===== src/hw/rtl/rgbc_pkg.sv =====
// Types, constants and helpers of the RGB convolution stream.
// No dependencies; imported by every RTL module of the block.
package rgbc_pkg;

  localparam int KERNEL_SIZE    = 3;
  localparam int RADIUS         = KERNEL_SIZE / 2;
  localparam int MAX_WIDTH      = 1024;
  localparam int MAX_ROWS       = 4096;
  localparam int COEF_FRAC_BITS = 8;
  localparam int COEF_BITS      = 12;
  localparam int LINE_AW        = $clog2(MAX_WIDTH);
  localparam int ROWSEL_W       = $clog2(KERNEL_SIZE);
  localparam int PROD_W         = COEF_BITS + 9;
  localparam int SUM_W          = PROD_W + $clog2(KERNEL_SIZE * KERNEL_SIZE);
  localparam int COL_W          = 10;
  localparam int ROW_W          = 12;
  localparam int WIDTH_W        = 11;
  localparam int HEIGHT_W       = 13;
  localparam int CFG_INDEX_W    = 3;
  localparam int CFG_DATA_W     = 60;
  localparam int FIFO_DEPTH     = 16;
  localparam int FIFO_AW        = $clog2(FIFO_DEPTH);

  // configuration register indexes
  typedef enum logic [CFG_INDEX_W-1:0] {
    REG_IMAGE_WIDTH  = 3'd0,
    REG_IMAGE_HEIGHT = 3'd1,
    REG_COEF_ROW0    = 3'd2,
    REG_COEF_ROW1    = 3'd3,
    REG_COEF_ROW2    = 3'd4,
    REG_COEF_ROW3    = 3'd5,
    REG_COEF_ROW4    = 3'd6
  } reg_index_e;

  typedef struct packed {
    logic [7:0] r;
    logic [7:0] g;
    logic [7:0] b;
  } pix_t;

  // one window column, index 0 is the oldest row
  typedef pix_t [KERNEL_SIZE-1:0] wcol_t;

  // coefficients of one window column, index is the kernel row
  typedef logic [KERNEL_SIZE-1:0][COEF_BITS-1:0] ccol_t;

  typedef struct packed {
    logic signed [SUM_W-1:0] r;
    logic signed [SUM_W-1:0] g;
    logic signed [SUM_W-1:0] b;
  } csum_t;

  // one queued result word
  typedef struct packed {
    pix_t             pix;
    logic [COL_W-1:0] col;
    logic [ROW_W-1:0] row;
    logic             last;
  } out_word_t;

  // drop the fraction and saturate to 0..255
  function automatic logic [7:0] clamp_sum(input logic signed [SUM_W-1:0] s);
    logic [7:0] q;
    if (s <= 0) begin
      q = 8'd0;
    end else if (s[SUM_W-1:COEF_FRAC_BITS+8] != '0) begin
      q = 8'hFF;
    end else begin
      q = s[COEF_FRAC_BITS+7:COEF_FRAC_BITS];
    end
    return q;
  endfunction

endpackage


===== src/hw/rtl/rgbc_window_cell.sv =====
// One window column cell: holds a column, hands it on, forms its column sum.
// Depends on rgbc_pkg.
module rgbc_window_cell
  import rgbc_pkg::*;
(
  input  logic  clk,
  input  logic  rst,
  input  logic  shift,
  input  logic  calc,
  input  wcol_t col_in,
  input  ccol_t coef,
  output wcol_t col_out,
  output csum_t sum
);

  wcol_t held;
  csum_t acc;

  // column register, shifted once per accepted word
  always_ff @(posedge clk) begin
    if (rst) begin
      held <= '0;
    end else if (shift) begin
      held <= col_in;
    end
  end

  assign col_out = held;

  // products of this column, summed down the rows
  always_comb begin
    acc = '0;
    for (int ky = 0; ky < KERNEL_SIZE; ky++) begin
      acc.r = acc.r + SUM_W'($signed({1'b0, held[ky].r}) * $signed(coef[ky]));
      acc.g = acc.g + SUM_W'($signed({1'b0, held[ky].g}) * $signed(coef[ky]));
      acc.b = acc.b + SUM_W'($signed({1'b0, held[ky].b}) * $signed(coef[ky]));
    end
  end

  always_ff @(posedge clk) begin
    if (calc) begin
      sum <= acc;
    end
  end

endmodule


===== config.mk =====
export PLATFORM = sky130hd
export DESIGN_NAME = rgbc_window_cell
export DESIGN_NICKNAME = d
export VERILOG_FILES = /design/src/hw/rtl/rgbc_pkg.sv /design/src/hw/rtl/rgbc_window_cell.sv
export SDC_FILE = /design/constraint.sdc
export NUM_CORES = 2
export LEC_CHECK = 0
export BUFFER_PORTS_ARGS = -buffer_cell sky130_fd_sc_hd__buf_2
export CAP_MARGIN = 20
export CORE_ASPECT_RATIO = 2
export CORE_MARGIN = 2
export CORE_UTILIZATION = 35
export DETAILED_ROUTE_END_ITERATION = 7
export RECOVER_POWER = 50
export SYNTH_ARGS = -nofsm -noshare
export SYNTH_HDL_FRONTEND = slang
export SYNTH_SLANG_ARGS = --single-unit

===== constraint.sdc =====
create_clock -name clk -period 9.2 [get_ports clk]
set_input_delay 0 -clock clk [delete_from_list [all_inputs] [get_ports clk]]
set_output_delay 0 -clock clk [all_outputs]
set_load 0.005 [all_outputs]

* After elaboration in Yosys (flattened, before gate mapping)
Index checks and enable logic that the tools add are counted.
** Word-level totals
- Output and inout bits :: 147
- Bits of input ports :: 112
- Register bits after elaboration :: 147
** Operators by class
- Add/subtract/negate cells :: 6
- Multipliers :: 9
** Operator list (count)
- $mul A9 B12 Y21 :: 9
- $add A22 B21 Y23 :: 3
- $add A21 B21 Y22 :: 3

* Logic depth before layout (Yosys ltp)
- Depth in word-level cells :: 3
- Mapped depth :: 24

* Least setup slack after synthesis
Ideal clock, no wire load.
- Path kind :: register to register
- Start :: register held (netlist bit col_out[64])
- End :: register sum[70] (netlist bit) (data pin)
- Data arrival time :: 6.222 ns
- Cell stages (with the launch flop) :: 23
- Required time :: 8.941 ns
- Setup slack :: 2.719 ns
- Buffers on the path :: 1
- Path through :: dfxtp_1 > clkbuf_1 > nand2_1 > fa_1 > inv_1 > fa_1 > inv_1 > fa_1 > fa_1 > inv_1 > fa_1 > fa_1 > inv_1 > fa_1 > inv_1 > ha_1 > and3_2 > a221o_1 > a31oi_2 > o22ai_2 > or4_1 > a31oi_1 > xnor2_1
** RTL lines
- start, declared :: line rgbc_window_cell.sv:16 : wcol_t held;
- start signal, assigned :: line rgbc_window_cell.sv:24 : held <= col_in;
- end signal, assigned :: line rgbc_window_cell.sv:42 : sum <= acc;
- end, declared :: line rgbc_window_cell.sv:13 : output csum_t sum

==> out/qor.csv <==
stage;metric;value;unit
critical_path;cp.depth;19;
routing;routed_wl;103000;µm
critical_path;path_class;flop to flop;
yosys;syn_nets;5462;
cts;postCtsSetupBuffers;0;
placed_design;dpl_cell_area;41600;µm²
yosys;yosysWarningCount;0;
cells_and_area;nets;5688;
cts;htree_levels;4;
yosys;synth_common_cells;inv_1, fa_1, and2_1;
routing;vias_per_cell;4.64;
yosys;synth_edf_count;69;
placed_design;hpwl;86100;µm
global_routing;grt_max_degree;45;
yosys;synth-seq-cells;141;
cells_and_area;syn2layout_area_growth;10.5;%
routing;drtAntennaViolNets;0;
routing;drt-wirelength-per-cell;17.8;µm
routing;vias;27000;
yosys;synth.avg_cell_area;9.53;µm²
flow_run;cap_violations;4;
yosys;synth_area;39000;µm²
sta;worstMarginPinSlew;3.93;ns
routing;drt_iter0_markers;1056;
floorplan;die_w;240;µm
cts;clock_latency;0.54;ns
yosys;synth-main-ff-cell;dfxtp_1;
power;p_per_area;282;nW/µm²
global_routing;grt_pass1_vias;30100;
global_routing;grt_pass1_wl;163000;µm
sta;finalHoldViolations;0;
power;max-vdd-ir-drop;307;µV
yosys;synthArstFlopShare;0;%
yosys;yosysTopAreaCellShare;48.2;%
cts;max-clock-path-buffers;2;
critical_path;crit_family;adder cells;
floorplan;core-area;111000;µm²
critical_path;cpPeakStageDelay;0.71;ns
sta;max_freq;140;MHz
critical_path;cp.arrival;7.41;ns
critical_path;worstPathRequired;9.47;ns
yosys;syn_inst;4093;
critical_path;worstPathCellList;nand2_1 -> fa_1 -> fa_1 -> fa_1 -> fa_1 -> inv_1 -> fa_1 -> fa_1 -> inv_1 -> fa_1 -> inv_1 -> ha_1 -> a211oi_1 -> o21ai_0 -> a311oi_1 -> o21bai_1 -> o2111ai_1 -> a31oi_1 -> xnor2_1;
critical_path;crit_buf_inv;3;
cells_and_area;drive_gt1_share;5.59;%
sta;slew_headroom;-162;%
critical_path;reg2reg_slack;2.06;ns
critical_path;cp_slowest_cell;a311oi_1;
cts;cts-root-buf;clkbuf_16;
global_routing;grt_usage;19.2;%
global_routing;overflow;0;
sta;period_share;77.6;%
floorplan;start_util;35.2;%
min_path;holdPathStages;4;
floorplan;die_area;114000;µm²
cts;clkTransAtPathRegs;0.07;ns
critical_path;crit_path_end_kind;flop;
sta;clock_skew;0.0277;ns
sta;setup_viol;0;
floorplan;die_h;476;µm
routing;first_pass_iters;6;
yosys;synth.most_common_cell;inv_1;
critical_path;reg2reg_depth;19;
yosys;ys_seq_area_share;9.01;%
floorplan;pin_count;259;
sta;period_needed;7.14;ns
placed_design;place_congestion;0.904;
global_routing;antenna_found_initial;16;
routing;drc;0;
cells_and_area;stdcell_area;43100;µm²
cts;cts_buffers;17;
floorplan;rows;173;
outcome;outcome;finished, violations left;
cts;cts_resized;0;
outcome;violations;max-capacitance violations, max-slew violations;
cells_and_area;fillers;11300;
yosys;yosys.area.top_type;fa_1;
yosys;synth_cell_types;52;
placed_design;io_buffers;258;
cts;clkSinkCount;141;
critical_path;cp_common_cell;fa_1;
cts;cts_tree;done;
critical_path;crit_fanout;14;
power;leakagePower;22.5;nW
sta;fin_setup_tns;0;ns
yosys;ys_top_cells_by_area;fa_1, inv_1, ha_1;
min_path;worst_hold_path_type;input port to flop;
critical_path;cp-start-kind;flop;
sta;rsz0062_at_grt;false;
sta;slew_violations;147;
## metal layers
metal	routed length [µm]	GRT usage, %	vias to the layer above
met3	4850	3.16	171
met2	56900	36.3	602
met1	36800	20.7	14100
met4	4720	8.67	24
met5	138	0	-
li1	-	-	12100
## report_power, final
part | switching, mW | total [mW] | internal [mW]
logic | 5.68 | 9.95 | 4.27
registers | 0.134 | 1.45 | 1.31
clock network | 0.376 | 0.759 | 0.384
## through the flow
step                util, %  hold WS, ns  std cells  worst slack [ns]  power [mW]
floorplan                 -        0.112       4093              2.72        8.79
global placement       37.5        0.233       5685              2.20        11.4
detailed placement     37.5        0.240       5685              2.11        11.5
CTS                    39.0       0.0791       5819              2.09        12.4
global route           38.9        0.249       5820              1.66        13.6
finish                 38.9        0.255       5821              2.06        12.2
## sequential cells by signal (all words and copies together), names as in the netlist
register / count
col_out: 72
sum: 69
## path summary, 6_finish.rpt
check,startpoint,endpoint
max,col_out[11],sum[48]
min,col_in[41],col_out[41]
max reg2reg,col_out[11],sum[48]
min reg2reg,col_out[9],col_out[9]
## tightest hold or removal path, stage by stage
cell and delay, ns:
dlygate4sd3_1 0.52, buf_2 0.09, mux2i_1 0.05, nor2_1 0.07
## kinds of logic after synthesis
| logic type | Yosys count | synth area share, % |
|---|---|---|
| buffers and inverters | 1378 | 13.3 |
| adder cells (fa/ha/maj) | 1257 | 58.4 |
| AND/OR/NAND/NOR | 1010 | 13.0 |
| AO/OA/AOI/OAI | 157 | 2.61 |
| flip-flops | 141 | 9.01 |
| XOR/XNOR | 78 | 1.75 |
| multiplexers | 72 | 1.85 |
## cells in the final DEF (no fill, tap or decap), types with 3 or more instances in the layout
cell / count
a31oi_1: 7
nand2_1: 394
clkbuf_1: 72
o21a_1: 9
dlygate4sd3_1: 102
a21o_1: 19
buf_4: 10
nand4_1: 3
xor2_1: 15
or2_2: 3
o21bai_1: 6
nand2b_1: 4
edfxtp_1: 69
o22ai_1: 3
o21ai_0: 34
and2_1: 486
xnor2_1: 63
a21oi_1: 44
inv_6: 3
clkbuf_16: 17
dfxtp_1: 72
nand3_1: 6
mux2i_1: 72
ha_1: 318
a211oi_1: 14
nor2_1: 100
nor3_1: 3
inv_1: 1212
o211ai_1: 3
buf_2: 188
fa_1: 939
## timing repair
action | CTS | global route
endpoints found under the hold margin | 97 | 0
hold buffers | 102 | 0
setup endpoints to repair | 0 | 0
## layout make-up
type / instances / area, µm² / share of cell area, %
Multi-Input combinational cell: 2574 / 30300 / 70.3
Clock inverter: 14 / 134 / 0.311
Timing Repair Buffer: 373 / 2310 / 5.36
Tap cell: 1487 / 1860 / 4.32
Sequential cell: 141 / 3510 / 8.15
Clock buffer: 18 / 439 / 1.02
Inverter: 1212 / 4550 / 10.6
Antenna cell: 2 / 5.00 / 0.0116
No activity file was read; power rests on OpenSTA's default activity.
